`config.mk`:
```
export PLATFORM = sky130hd
export DESIGN_NAME = aliased_byte_register_file_top_flat
export DESIGN_NICKNAME = d
export VERILOG_FILES = /design/src/abrf_pkg.sv /design/src/abrf_if.sv /design/src/aliased_byte_register_file_top.sv /design/src/abrf_decode.sv /design/src/abrf_store.sv /design/src/flat_wrapper.sv
export SDC_FILE = /design/constraint.sdc
export NUM_CORES = 1
export LEC_CHECK = 0
export BUFFER_PORTS_ARGS = -buffer_cell sky130_fd_sc_hd__clkbuf_2
export CAP_MARGIN = 30
export CORE_ASPECT_RATIO = 1.2
export CORE_MARGIN = 2
export CORE_UTILIZATION = 23
export DETAILED_ROUTE_END_ITERATION = 6
export HOLD_SLACK_MARGIN = 0.03
export PLACE_DENSITY = 0.47
export SLEW_MARGIN = 5
export SYNTH_ARGS = -nofsm -noshare
export SYNTH_HDL_FRONTEND = slang
export SYNTH_SLANG_ARGS = --single-unit
```
`constraint.sdc`:
```
create_clock -name clk -period 23.7 [get_ports clk]
set_input_delay 4.74 -clock clk [delete_from_list [all_inputs] [get_ports clk]]
set_output_delay 4.74 -clock clk [all_outputs]
set_load 0.005 [all_outputs]
```
`src/abrf_pkg.sv`:
```
package abrf_pkg;

    localparam int NUM_BANKS_DEF  = 4;
    localparam int BANK_BYTES     = 8;
    localparam int VIEWS_PER_BANK = 15;
    localparam int BANK_W         = 5;   // register number / 15 reaches 17
    localparam int ROW_W          = 8 * BANK_BYTES;

    // reciprocal of 15 scaled by 2^11, exact for every 8-bit register number
    localparam logic [7:0] RECIP_15   = 8'd137;
    localparam int         RECIP_SHIFT = 11;

    localparam logic [1:0] MODE_READ  = 2'd0;
    localparam logic [1:0] MODE_WRITE = 2'd1;
    localparam logic [1:0] MODE_CLEAR = 2'd2;

    localparam logic [3:0] VIEW_LAST_BYTE = 4'd7;
    localparam logic [3:0] VIEW_LAST_PAIR = 4'd11;
    localparam logic [3:0] VIEW_LAST_QUAD = 4'd13;
    localparam logic [3:0] VIEW_PAIR_BASE = 4'd8;
    localparam logic [3:0] VIEW_QUAD_BASE = 4'd12;

    typedef struct packed {
        logic [BANK_W-1:0] bank;
        logic [2:0]        first;
        logic [3:0]        len;
    } access_t;

    typedef struct packed {
        logic [1:0]  mode;
        logic [7:0]  reg_number;
        logic [63:0] write_value;
    } req_t;

    // first byte and byte count of a view, most significant byte first
    function automatic logic [6:0] view_span(input logic [3:0] view);
        logic [3:0] rel;
        logic [2:0] first;
        logic [3:0] len;
        begin
            rel = 4'd0;
            if (view <= VIEW_LAST_BYTE)
            begin
                first = view[2:0];
                len   = 4'd1;
            end
            else if (view <= VIEW_LAST_PAIR)
            begin
                rel   = view - VIEW_PAIR_BASE;
                first = {rel[1:0], 1'b0};
                len   = 4'd2;
            end
            else if (view <= VIEW_LAST_QUAD)
            begin
                rel   = view - VIEW_QUAD_BASE;
                first = {rel[0], 2'b00};
                len   = 4'd4;
            end
            else
            begin
                first = 3'd0;
                len   = 4'd8;
            end
            return {first, len};
        end
    endfunction

endpackage

```
`src/abrf_if.sv`:
```
interface abrf_req_if;
    logic        valid;
    logic        ready;
    logic [1:0]  mode;
    logic [7:0]  reg_number;
    logic [63:0] write_value;

    modport source (output valid, output mode, output reg_number, output write_value,
                    input ready);
    modport sink (input valid, input mode, input reg_number, input write_value,
                  output ready);
endinterface

interface abrf_rsp_if;
    logic        valid;
    logic        ready;
    logic [63:0] read_data;
    logic [3:0]  size_bytes;

    modport source (output valid, output read_data, output size_bytes, input ready);
    modport sink (input valid, input read_data, input size_bytes, output ready);
endinterface

```
`src/aliased_byte_register_file_top.sv`:
```
// Channel | Dir | Payload
// req     | in  | mode[1:0], reg_number[7:0], write_value[63:0]
// rsp     | out | read_data[63:0], size_bytes[3:0]
//
// One item per cycle unless rsp stalls; stage one feeds the result register.
// Stage one holds the request; decode, bank read and bank write happen on its way
// into the result register, so a read sees every earlier write.
// rst_n clears all banks and both stage valids at once; no clearing pass.
// A stalled rsp holds the result register, then the request stage, then req.ready.
module aliased_byte_register_file_top #(
    parameter int NUM_BANKS = abrf_pkg::NUM_BANKS_DEF
) (
    input logic       clk,
    input logic       rst_n,
    abrf_req_if.sink  req,
    abrf_rsp_if.source rsp
);

    abrf_pkg::req_t    s1_reg;
    logic              s1_valid_reg;
    logic              out_valid_reg;
    logic [63:0]       read_data_reg;
    logic [3:0]        size_reg;
    logic              out_advance;
    logic              s1_fire;
    abrf_pkg::access_t acc;
    logic [63:0]       rd;

    assign out_advance = !out_valid_reg || rsp.ready;
    assign s1_fire     = s1_valid_reg && out_advance;
    assign req.ready   = !s1_valid_reg || out_advance;

    abrf_decode u_decode (
        .reg_number (s1_reg.reg_number),
        .acc        (acc)
    );

    abrf_store #(
        .NUM_BANKS (NUM_BANKS)
    ) u_store (
        .clk         (clk),
        .rst_n       (rst_n),
        .fire        (s1_fire),
        .mode        (s1_reg.mode),
        .acc         (acc),
        .write_value (s1_reg.write_value),
        .read_data   (rd)
    );

    always_ff @(posedge clk or negedge rst_n)
    begin
        if (!rst_n)
        begin
            s1_valid_reg  <= 1'b0;
            out_valid_reg <= 1'b0;
        end
        else
        begin
            if (req.ready)
                s1_valid_reg <= req.valid;
            if (out_advance)
                out_valid_reg <= s1_valid_reg;
        end
    end

    always_ff @(posedge clk)
    begin
        if (req.valid && req.ready)
        begin
            s1_reg.mode        <= req.mode;
            s1_reg.reg_number  <= req.reg_number;
            s1_reg.write_value <= req.write_value;
        end
        if (s1_fire)
        begin
            read_data_reg <= rd;
            size_reg      <= acc.len;
        end
    end

    assign rsp.valid      = out_valid_reg;
    assign rsp.read_data  = read_data_reg;
    assign rsp.size_bytes = size_reg;

    a_size_onehot: assert property (@(posedge clk) disable iff (!rst_n)
        rsp.valid |-> $onehot(rsp.size_bytes))
        else $error("view size is not 1, 2, 4 or 8");

    a_stage_moves: assert property (@(posedge clk) disable iff (!rst_n)
        s1_fire |=> out_valid_reg)
        else $error("request stage advanced without filling result");

    a_ready_stall: assert property (@(posedge clk) disable iff (!rst_n)
        !req.ready |-> (s1_valid_reg && out_valid_reg && !rsp.ready))
        else $error("input stalled with room in the pipeline");

    a_read_fits: assert property (@(posedge clk) disable iff (!rst_n)
        (rsp.valid && rsp.size_bytes != 4'd8) |-> (rsp.read_data[63:32] == 32'd0))
        else $error("read data wider than its view");

endmodule

```
`src/abrf_decode.sv`:
```
module abrf_decode (
    input  logic [7:0]       reg_number,
    output abrf_pkg::access_t acc
);

    logic [15:0] prod;
    logic [abrf_pkg::BANK_W-1:0] bank;
    logic [7:0]  bank_base;
    logic [3:0]  view;
    logic [6:0]  span;

    // bank = number / 15 through the reciprocal, view is what remains
    assign prod      = 16'(reg_number) * 16'(abrf_pkg::RECIP_15);
    assign bank      = prod[abrf_pkg::RECIP_SHIFT +: abrf_pkg::BANK_W];
    assign bank_base = 8'(bank) * 8'(abrf_pkg::VIEWS_PER_BANK);
    assign view      = 4'(reg_number - bank_base);
    assign span      = abrf_pkg::view_span(view);

    assign acc.bank  = bank;
    assign acc.first = span[6:4];
    assign acc.len   = span[3:0];

endmodule

```
`src/abrf_store.sv`:
```
module abrf_store #(
    parameter int NUM_BANKS = abrf_pkg::NUM_BANKS_DEF
) (
    input  logic              clk,
    input  logic              rst_n,
    input  logic              fire,
    input  logic [1:0]        mode,
    input  abrf_pkg::access_t acc,
    input  logic [63:0]       write_value,
    output logic [63:0]       read_data
);

    localparam int IDX_W = (NUM_BANKS > 1) ? $clog2(NUM_BANKS) : 1;

    // byte 0 of a bank sits in the top byte of its row
    logic [abrf_pkg::ROW_W-1:0] rows_reg [NUM_BANKS];
    logic [abrf_pkg::ROW_W-1:0] row;
    logic [abrf_pkg::ROW_W-1:0] row_next;
    logic [IDX_W-1:0]           idx;
    logic                       bank_ok;
    logic [5:0]                 rd_shift;
    logic [63:0]                rd_mask;
    logic [3:0]                 last;

    assign bank_ok = acc.bank < abrf_pkg::BANK_W'(NUM_BANKS);
    assign idx     = acc.bank[IDX_W-1:0];
    assign row     = bank_ok ? rows_reg[idx] : '0;
    assign last    = 4'(acc.first) + acc.len;   // one past the last byte

    always_comb
    begin
        rd_shift = {3'(4'd8 - last), 3'b000};
        rd_mask  = (acc.len == 4'd8) ? '1 : ((64'd1 << (6'(acc.len) * 6'd8)) - 64'd1);
        read_data = (mode == abrf_pkg::MODE_READ) ? ((row >> rd_shift) & rd_mask) : '0;
    end

    always_comb
    begin
        logic [3:0] off;
        logic [5:0] sh;
        row_next = row;
        for (int i = 0; i < abrf_pkg::BANK_BYTES; i++)
        begin
            off = 4'(i) - 4'(acc.first);
            sh  = {3'(acc.len - 4'd1 - off), 3'b000};
            if (4'(i) >= 4'(acc.first) && 4'(i) < last)
                row_next[(abrf_pkg::ROW_W - 8 - 8 * i) +: 8] = 8'(write_value >> sh);
        end
    end

    always_ff @(posedge clk or negedge rst_n)
    begin
        if (!rst_n)
        begin
            for (int b = 0; b < NUM_BANKS; b++)
                rows_reg[b] <= '0;
        end
        else if (fire)
        begin
            if (mode == abrf_pkg::MODE_CLEAR)
            begin
                for (int b = 0; b < NUM_BANKS; b++)
                    rows_reg[b] <= '0;
            end
            else if (mode == abrf_pkg::MODE_WRITE && bank_ok)
            begin
                rows_reg[idx] <= row_next;
            end
        end
    end

endmodule
```
`src/flat_wrapper.sv`:
```
// flat-port wrapper written by rule: the top's interface ports become plain ports
module aliased_byte_register_file_top_flat 
#(
    parameter int NUM_BANKS = abrf_pkg::NUM_BANKS_DEF
)
  (clk, rst_n, req_valid, req_mode, req_reg_number, req_write_value, req_ready, rsp_valid, rsp_read_data, rsp_size_bytes, rsp_ready);
  abrf_req_if req_i ();
  abrf_rsp_if rsp_i ();
  input logic clk;
  input logic rst_n;
  input wire logic [$bits(req_i.valid)-1:0] req_valid;
  input wire logic [$bits(req_i.mode)-1:0] req_mode;
  input wire logic [$bits(req_i.reg_number)-1:0] req_reg_number;
  input wire logic [$bits(req_i.write_value)-1:0] req_write_value;
  output wire logic [$bits(req_i.ready)-1:0] req_ready;
  output wire logic [$bits(rsp_i.valid)-1:0] rsp_valid;
  output wire logic [$bits(rsp_i.read_data)-1:0] rsp_read_data;
  output wire logic [$bits(rsp_i.size_bytes)-1:0] rsp_size_bytes;
  input wire logic [$bits(rsp_i.ready)-1:0] rsp_ready;
  assign req_i.valid = req_valid;
  assign req_i.mode = req_mode;
  assign req_i.reg_number = req_reg_number;
  assign req_i.write_value = req_write_value;
  assign req_ready = req_i.ready;
  assign rsp_valid = rsp_i.valid;
  assign rsp_read_data = rsp_i.read_data;
  assign rsp_size_bytes = rsp_i.size_bytes;
  assign rsp_i.ready = rsp_ready;
  aliased_byte_register_file_top #(.NUM_BANKS(NUM_BANKS)) u_core (.clk(clk), .rst_n(rst_n), .req(req_i), .rsp(rsp_i));
endmodule
```
==> results by group, run 1 <==
Critical path
  • Crit Path Class: flop to flop
  • Critical-path maximum fanout: 48
  • Slowest cell on the critical path: xor2_1
  • Most common cell on crit path: ha_1
  • Critical path data arrival time: 10.58 ns
  • Nature of the critical path endpoint: flop
  • Crit start category: flop
  • Largest stage delay on the critical path: 0.70 ns
  • Worst endpoint required time: 24.14 ns

Logic synthesis
  • Count leader, synth: nand2_1
  • Flops & latches, synth: 400
  • Number of synthesized flops with an enable pin: 142
  • Syn Area/Cell: 12.1 µm²
  • Synth Cell Area: 22200 µm²
  • Leading area contributor after synthesis: dfrtp_1
  • Unique masters post-synth: 78
  • Most used DFF post-synth: dfrtp_1
  • Synth top area cells: dfrtp_1 (29%), edfxtp_1 (19%), mux4_2 (13%)
  • Synth cell count leaders: nand2_1 (277), dfrtp_1 (258), o221ai_1 (153)
  • Synthesis Warnings: 0
  • Async SR Flop Fraction: 64.5%
  • Seq/Total Area, Yosys: 48.4%
  • Synth top area share: 29.1%
  • Syn Inst Count: 1830

Timing
  • Tightest Pin Transition: 1.00 ns
  • Final setup vio count: 0
  • Max-slew headroom: 31.4%
  • Post-route setup TNS: 0 ns
  • Fmax achieved: 98.6 MHz
  • Min cycle time layout: 10.14 ns
  • RSZ-0062 raised after global routing: false
  • Fin crit share: 42.8%
  • Max Clock Skew: 0.0458 ns
  • Final Hold Viols: 0
  • Final Slew Violations: 0

Global route
  • Pin count of the biggest net entering global routing: 108
  • Total congestion overflow: 0
  • All-Layer GR Usage: 16.8%
  • Initial antenna violation count: 0
  • Wire length of the first global-routing pass: 124 mm
  • Vias in the first global route: 17600

Detailed routing
  • Vias after detailed routing: 17600
  • Routed vias/inst: 5.46
  • Antenna-violating nets left: 0
  • WL per Instance: 26.2 µm
  • DR iter-0 viols: 1659
  • First-pass DRT Iterations: 6
  • DRT Wirelength: 84.8 mm
  • Number of remaining DRC errors: 0

Placement
  • Input/output buffers: 147
  • Dpl hpwl: 59.7 mm
  • Gp weighted congestion: 0.869

Clocking
  • Skew-Pair Late Insertion Delay: 0.61 ns
  • H-tree Lvls: 2
  • CTS Hold Bufs: 0
  • Resize count post-CTS: 0
  • CTS root buffer: clkbuf_16
  • CTS buffer count: 47
  • Clock sink count: 400
  • CTS Buffer Depth: 3
  • Post-CTS Setup Inserts: 0
  • Worst-path clk slew: 0.07 ns
  • CTS tree: built

Layout
  • Share of cells above drive strength 1: 23.7%
  • Ant diodes: 0
  • Nets: 2062
  • Area grow syn2layout: 17.7%
  • Max reg flops: 256

Outcome
  • Status: completed

Die
  • Die Span X: 287 µm
  • Die height: 344 µm
  • Rows: 124
  • Die area: 98900 µm²
  • Core area: 95400 µm²
  • Starting Density: 23.2%
  • Top-Level Pins: 148

Hold path
  • Worst hold path class: flop to flop

Flow run
  • Maxcap violations: 0
==> area by class of cell <==
| type | instances | area, µm² |
|---|---|---|
| Fill cell | 9832 | 69300 |
| Multi-Input combinational cell | 1281 | 10900 |
| Sequential cell | 400 | 10700 |
| Tap cell | 1260 | 1580 |
| Clock buffer | 57 | 1290 |
| Timing Repair Buffer | 184 | 1170 |
| Clock inverter | 30 | 393 |
| Inverter | 21 | 81.3 |
==> worst max-delay path: cells and delay by family, from the launching register on <==
kind / cells / cell delay (ns)
adders and majority gates: 8 / 2.92
and+or+nand+nor: 7 / 1.86
xor gates and xnor gates: 5 / 1.57
AOI/OAI and AO/OA: 6 / 1.41
buffers and inverters: 5 / 1.73
DFF: 1 / 0.50
==> layout by cell type, fill, tap and decap left out, types with 22 or more instances in the layout <==
cell type,synthesis,layout
nand2_1,277,273
dfrtp_1,258,258
o221ai_1,153,153
clkbuf_2,0,146
edfxtp_1,142,142
mux4_2,129,129
nor2_1,115,112
mux2i_1,72,72
o21ai_1,68,67
a22o_1,65,65
clkbuf_16,0,48
a21oi_1,44,44
ha_1,44,43
a32oi_1,33,33
buf_4,4,29
nand3_1,26,26
a211oi_1,22,22
==> metal layers <==
layer	global-route usage (%)	routed length, µm	vias to the layer above
li1	-	-	7436
met1	22.3	34900	9125
met2	27.0	39600	929
met3	3.18	6750	151
met4	6.79	3470	0
met5	0	0	-
==> kinds of logic after synthesis <==
logic type,synth area share [%]
flops,48.4
mux,17.1
fa+ha+maj,2.93
buf+inv,3.05
xor+xnor,1.19
other cells,0.0339
compound gates,18.3
simple gates,9.09
==> through the flow <==
step	hold slack, ns	area [µm²]	cells	setup slack [ns]	utilization, %
final	0.483	26100	3233	13.56	27.4
after global routing	0.508	26100	3233	12.80	27.4
after CTS	0.485	26000	3228	13.58	27.3
after detailed placement	0.469	24300	3141	13.59	25.5
after global placement	0.463	24200	3133	13.76	25.3
after floorplan	0.449	22200	1831	14.05	-
==> path summary, 6_finish.rpt <==
| kind | endpoint | slack, ns | startpoint | cells past startpoint |
|---|---|---|---|---|
| worst max register to register | u_core.rsp.read_data[57] | 13.56 | u_core.s1_reg[64] | 31 |
| min in group asynchronous | u_core.u_store.rows_reg[117] | 4.18 | rst_n | 1 |
| max in group asynchronous | u_core.u_store.rows_reg[138] | 17.98 | rst_n | 2 |
| worst min-delay path | u_core.u_store.rows_reg[74] | 0.48 | u_core.u_store.rows_reg[74] | 2 |
| worst min register to register | u_core.u_store.rows_reg[74] | 0.48 | u_core.u_store.rows_reg[74] | 2 |
| worst max-delay path | u_core.rsp.read_data[57] | 13.56 | u_core.s1_reg[64] | 31 |
Power of run 1 is left out: the tool's default activity adds up to more than one toggle a clock period on the data nets, which glitch-free logic cannot reach.
==> inputs of run 2 (changes only) <==
--- a/config.mk
+++ b/config.mk
@@ -12,7 +12,7 @@
 export CORE_UTILIZATION = 23
 export DETAILED_ROUTE_END_ITERATION = 6
 export HOLD_SLACK_MARGIN = 0.03
-export PLACE_DENSITY = 0.47
+export PLACE_DENSITY = 0.49
 export SLEW_MARGIN = 5
 export SYNTH_ARGS = -nofsm -noshare
 export SYNTH_HDL_FRONTEND = slang
==> constraint.sdc (replaced) <==
create_clock -name clk -period 8.65 [get_ports clk]
set_input_delay 1.73 -clock clk [delete_from_list [all_inputs] [get_ports clk]]
set_output_delay 1.73 -clock clk [all_outputs]
set_load 0.005 [all_outputs]
==> run 2 against run 1 <==
Effect of this change: sequential share of layout area is 0.29 points lower; non-clock buffer count increased by 19; via count grew 0.26%; critical endpoint is now u_core.rsp.read_data[25].
==> results by group, run 2 (synthesized netlist as in run 1, its figures left out) <==
Outcome
  • Status: completed

Placement
  • Placed Cells: 3158
  • Dpl hpwl: 58.1 mm
  • Input/output buffers: 147
  • Gp weighted congestion: 0.878

Die
  • Die height: 344 µm
  • Die Span X: 287 µm
  • Core area: 95400 µm²
  • Starting Density: 23.2%
  • Top-Level Pins: 148
  • Die area: 98900 µm²
  • Rows: 124

Clocking
  • Clock sink count: 400
  • CTS root buffer: clkbuf_16
  • CTS Buffer Depth: 3
  • Worst-path clk slew: 0.06 ns
  • CTS buffer count: 46
  • Skew-Pair Late Insertion Delay: 0.60 ns
  • H-tree Lvls: 2
  • CTS tree: built

Global route
  • Total congestion overflow: 0
  • Wire length of the first global-routing pass: 122 mm
  • Vias in the first global route: 17700
  • Initial antenna violation count: 1
  • Pin count of the biggest net entering global routing: 117
  • All-Layer GR Usage: 16.5%

Detailed routing
  • Number of remaining DRC errors: 0
  • DRT Wirelength: 82.6 mm
  • First-pass DRT Iterations: 5
  • WL per Instance: 25.4 µm
  • Vias after detailed routing: 17700
  • Antenna-violating nets left: 0
  • DR iter-0 viols: 1797
  • Routed vias/inst: 5.44

Timing
  • Min cycle time layout: 8.23 ns
  • Final setup vio count: 0
  • Fmax achieved: 122 MHz
  • Max-slew headroom: 33.0%
  • Tightest Pin Transition: 1.01 ns
  • Final Slew Violations: 0
  • Max Clock Skew: 0.0244 ns
  • Fin crit share: 95.1%
  • RSZ-0062 raised after global routing: true
  • Final Hold Viols: 0
  • Hold slack: 0.483 ns

Critical path
  • Crit Path Class: flop to flop
  • Nature of the critical path endpoint: flop
  • Slowest cell on the critical path: fa_1
  • Critical-path maximum fanout: 30
  • Critical path data arrival time: 8.60 ns
  • Worst endpoint required time: 9.02 ns
  • Most common cell on crit path: ha_1
  • Crit start category: flop
  • Largest stage delay on the critical path: 0.49 ns

Hold path
  • Worst hold path class: flop to flop

Layout
  • Register Area: 10700 µm²
  • Ant diodes: 0
  • Max reg flops: 256
  • Highest-count cells in the layout ignoring fill and taps: dfrtp_1 (258), nand2_1 (254), o221ai_1 (152)
  • Final Util: 27.5%
  • Nets: 2080
  • Commonest non-fill, non-tap cell in the layout: dfrtp_1
  • Area of the multi-input gates: 11000 µm²
  • Share of cells above drive strength 1: 26.3%
  • Final-layout fill cell count: 9808
  • Area grow syn2layout: 18.6%
  • Layout Cells excl Fill: 3249

Flow run
  • Maxcap violations: 0
-- run 2: changes by cell type in the layout (fill, tap and decap cells not counted), moves of 4 or more --
cell	change
buf_4	+15
bufinv_16	-5
clkbuf_1	+5
clkinv_2	+4
mux2i_1	-9
mux2i_2	+9
nand2_1	-19
nand2_2	+19
-- run 2: area by class of cell --
cell class / instances / share of cell area, %
Clock inverter: 23 / 0.838
Inverter: 21 / 0.309
Timing Repair Buffer: 203 / 5.11
Clock buffer: 61 / 4.95
Sequential cell: 400 / 40.8
Tap cell: 1260 / 6.00
Multi-Input combinational cell: 1281 / 42.0
-- run 2: per-layer routing --
layer	GRT usage (%)	up-vias	wire, µm
met5	0	-	0
met4	6.42	0	3130
met3	3.72	162	7220
met2	26.0	963	38100
met1	21.9	9102	34200
li1	-	7460	-
-- run 2: through the flow --
step	setup slack [ns]	setup TNS (ns)	area, µm²
6_report	0.425	0	26300
4_1_cts	0.160	0	26000
3_5_place_dp	0.00837	0	24400
2_1_floorplan	0.308	0	22200
5_1_grt	-0.0464	-0.576	26300
3_3_place_gp	0.0741	0	24300
-- run 2: final timing paths --
path / start / endpoint / slack (ns) / cells past startpoint
worst max-delay path: u_core.s1_reg[69] / u_core.rsp.read_data[25] / 0.42 / 33
worst min-delay path: u_core.u_store.rows_reg[89] / u_core.u_store.rows_reg[89] / 0.48 / 2
worst max register to register: u_core.s1_reg[69] / u_core.rsp.read_data[25] / 0.42 / 33
worst min register to register: u_core.u_store.rows_reg[89] / u_core.u_store.rows_reg[89] / 0.48 / 2
max in group asynchronous: rst_n / u_core.u_store.rows_reg[143] / 5.96 / 2
min in group asynchronous: rst_n / u_core.u_store.rows_reg[114] / 1.20 / 1
-- run 2: timing repair --
action / CTS / global route
setup buffers: 0 / 4
hold buffers: 0 / 0
pin swaps: 0 / 1
endpoints found under the hold margin: 0 / 0
setup endpoints to repair: 2 / 272
resized for setup: 1 / 50
-- run 2: critical path, delay by kind of cell (launching register included) --
| family | cells | cell delay, ns |
|---|---|---|
| XOR/XNOR | 5 | 1.09 |
| adder cells (fa/ha/maj) | 8 | 2.68 |
| flip-flops | 1 | 0.43 |
| AND/OR/NAND/NOR | 7 | 1.15 |
| buffers and inverters | 7 | 1.25 |
| AO/OA/AOI/OAI | 6 | 1.38 |
Power of run 2 is left out for the same reason.
==> inputs of run 3 (changes only) <==
--- a/config.mk
+++ b/config.mk
@@ -12,6 +12,7 @@
 export CORE_UTILIZATION = 23
 export DETAILED_ROUTE_END_ITERATION = 6
 export HOLD_SLACK_MARGIN = 0.03
+export MAX_ROUTING_LAYER = met4
 export PLACE_DENSITY = 0.49
 export SLEW_MARGIN = 5
 export SYNTH_ARGS = -nofsm -noshare
==> run 3 against run 2 <==
Effect of this change: flip-flop and latch count is the same; clock-buffer cell count shrank 6; worst hold slack lost 0.0019 ns; cell area is essentially flat; cell count grew 0.37%; fmax shrank 1.4%; wire length grew 2.1%; utilization is essentially flat; die area is the same; critical endpoint is now u_core.u_store.rows_reg[225]; largest cell class unchanged.
==> results by group, run 3 (synthesized netlist as in run 1, its figures left out) <==
Timing
  • Max Clock Skew: 0.0520 ns
  • Final Slew Violations: 0
  • Final setup vio count: 0
  • Max-slew headroom: 37.2%
  • RSZ-0062 raised after global routing: true
  • Min cycle time layout: 8.34 ns
  • Fmax achieved: 120 MHz
  • Tightest Pin Transition: 0.943 ns
  • Final Hold Viols: 0
  • Fin crit share: 96.4%

Placement
  • Dpl hpwl: 60.0 mm
  • Input/output buffers: 147
  • Post-placement cell area: 24500 µm²
  • Gp weighted congestion: 0.868

Global route
  • Initial antenna violation count: 3
  • Pin count of the biggest net entering global routing: 123
  • Vias in the first global route: 18000
  • Wire length of the first global-routing pass: 123 mm
  • Total congestion overflow: 0
  • All-Layer GR Usage: 17.3%

Flow run
  • Maxcap violations: 0

Critical path
  • Setup crit start: u_core.s1_reg[65]
  • Most common cell on crit path: ha_1
  • Critical-path maximum fanout: 32
  • Delay-heaviest family, CP: adder cells
  • Crit start category: flop
  • Bufs and invs on worst path: 3
  • Critical path data arrival time: 8.77 ns
  • Slowest cell on the critical path: mux2i_1
  • Nature of the critical path endpoint: flop
  • Largest stage delay on the critical path: 0.65 ns
  • Worst endpoint required time: 9.08 ns
  • Reg-to-reg startpoint: u_core.s1_reg[65]
  • Crit Path Class: flop to flop

Clocking
  • CTS tree: built
  • CTS buffer count: 48
  • H-tree Lvls: 2
  • Clock sink count: 400
  • Worst-path clk slew: 0.06 ns
  • CTS root buffer: clkbuf_16
  • CTS Hold Bufs: 0
  • CTS Buffer Depth: 3
  • Skew-Pair Late Insertion Delay: 0.63 ns

Detailed routing
  • Antenna-violating nets left: 0
  • DR iter-0 viols: 1618
  • First-pass DRT Iterations: 5
  • Vias after detailed routing: 17600
  • WL per Instance: 25.9 µm
  • Number of remaining DRC errors: 0
  • DRT Wirelength: 84.4 mm
  • Routed vias/inst: 5.40

Layout
  • Final-layout fill cell count: 9843
  • Share of cells above drive strength 1: 25.3%
  • Final instance area: 26300 µm²
  • Nets: 2085
  • Commonest non-fill, non-tap cell in the layout: nand2_1
  • Highest-count cells in the layout ignoring fill and taps: nand2_1 (271), dfrtp_1 (258), o221ai_1 (153)
  • Max reg flops: 256
  • Area grow syn2layout: 18.4%

Hold path
  • Worst hold path class: flop to flop
  • Hold Path Origin: u_core.u_store.rows_reg[53]

Die
  • Top-Level Pins: 148
  • Rows: 124
  • Die Span X: 287 µm
  • Die area: 98900 µm²
  • Die height: 344 µm
  • Core area: 95400 µm²
  • Starting Density: 23.2%

Outcome
  • Status: completed
-- run 3: changes by cell type in the layout (fill, tap and decap cells not counted), sizes merged --
cell      delta
clkbuf       -6
clkinv       +9
bufinv       +1
clkinvlp     +1
inv          +1
diode        +3
buf          +3
-- run 3: area by class of cell --
cell class                      count  area, µm²  share of cell area, %
Antenna cell                        3       7.51                 0.0286
Clock buffer                       55       1230                   4.67
Clock inverter                     35        354                   1.35
Inverter                           21       81.3                  0.310
Multi-Input combinational cell   1281      11000                   41.8
Sequential cell                   400      10700                   40.8
Tap cell                         1260       1580                   6.00
Timing Repair Buffer              206       1320                   5.03
-- run 3: worst register-to-register path, delay by kind of cell, from the launching register on --
family / cells / cell delay (ns)
buffers and inverters: 3 / 0.67
AND/OR/NAND/NOR: 5 / 0.90
XOR/XNOR: 3 / 0.69
multiplexers: 2 / 1.11
AO/OA/AOI/OAI: 6 / 1.31
adder cells (fa/ha/maj): 8 / 3.05
flip-flops: 1 / 0.46
-- run 3: worst paths after layout --
kind	endpoint	slack, ns	cells past startpoint
max	u_core.u_store.rows_reg[225]	0.31	27
min reg2reg	u_core.u_store.rows_reg[53]	0.48	2
min	u_core.u_store.rows_reg[53]	0.48	2
max reg2reg	u_core.u_store.rows_reg[225]	0.31	27
max in group asynchronous	u_core.u_store.rows_reg[136]	5.92	2
min in group asynchronous	u_core.u_store.rows_reg[237]	1.18	1
-- run 3: routing by layer --
layer | vias to the layer above | wire [µm] | global-route usage (%)
met4 | 0 | 3220 | 6.91
met5 | - | 0 | -
li1 | 7488 | - | -
met1 | 8996 | 34600 | 22.3
met2 | 969 | 39100 | 26.6
met3 | 167 | 7430 | 3.48
-- run 3: what timing repair did --
item	4_1_cts	5_1_grt
buffers inserted	0	4
endpoints found under the setup margin	0	263
gates resized for setup	0	28
-- run 3: stage by stage --
stage	hold WS, ns	setup slack (ns)	utilization, %	TNS (ns)	instances
2_1_floorplan	0.449	0.308	-	0	1831
3_3_place_gp	0.463	0.194	25.5	0	3156
3_5_place_dp	0.467	0.0723	25.6	0	3161
4_1_cts	0.483	0.0299	27.3	0	3251
5_1_grt	0.506	-0.0325	27.5	-0.128	3261
6_report	0.481	0.309	27.5	0	3261
Power of run 3 is left out for the same reason.
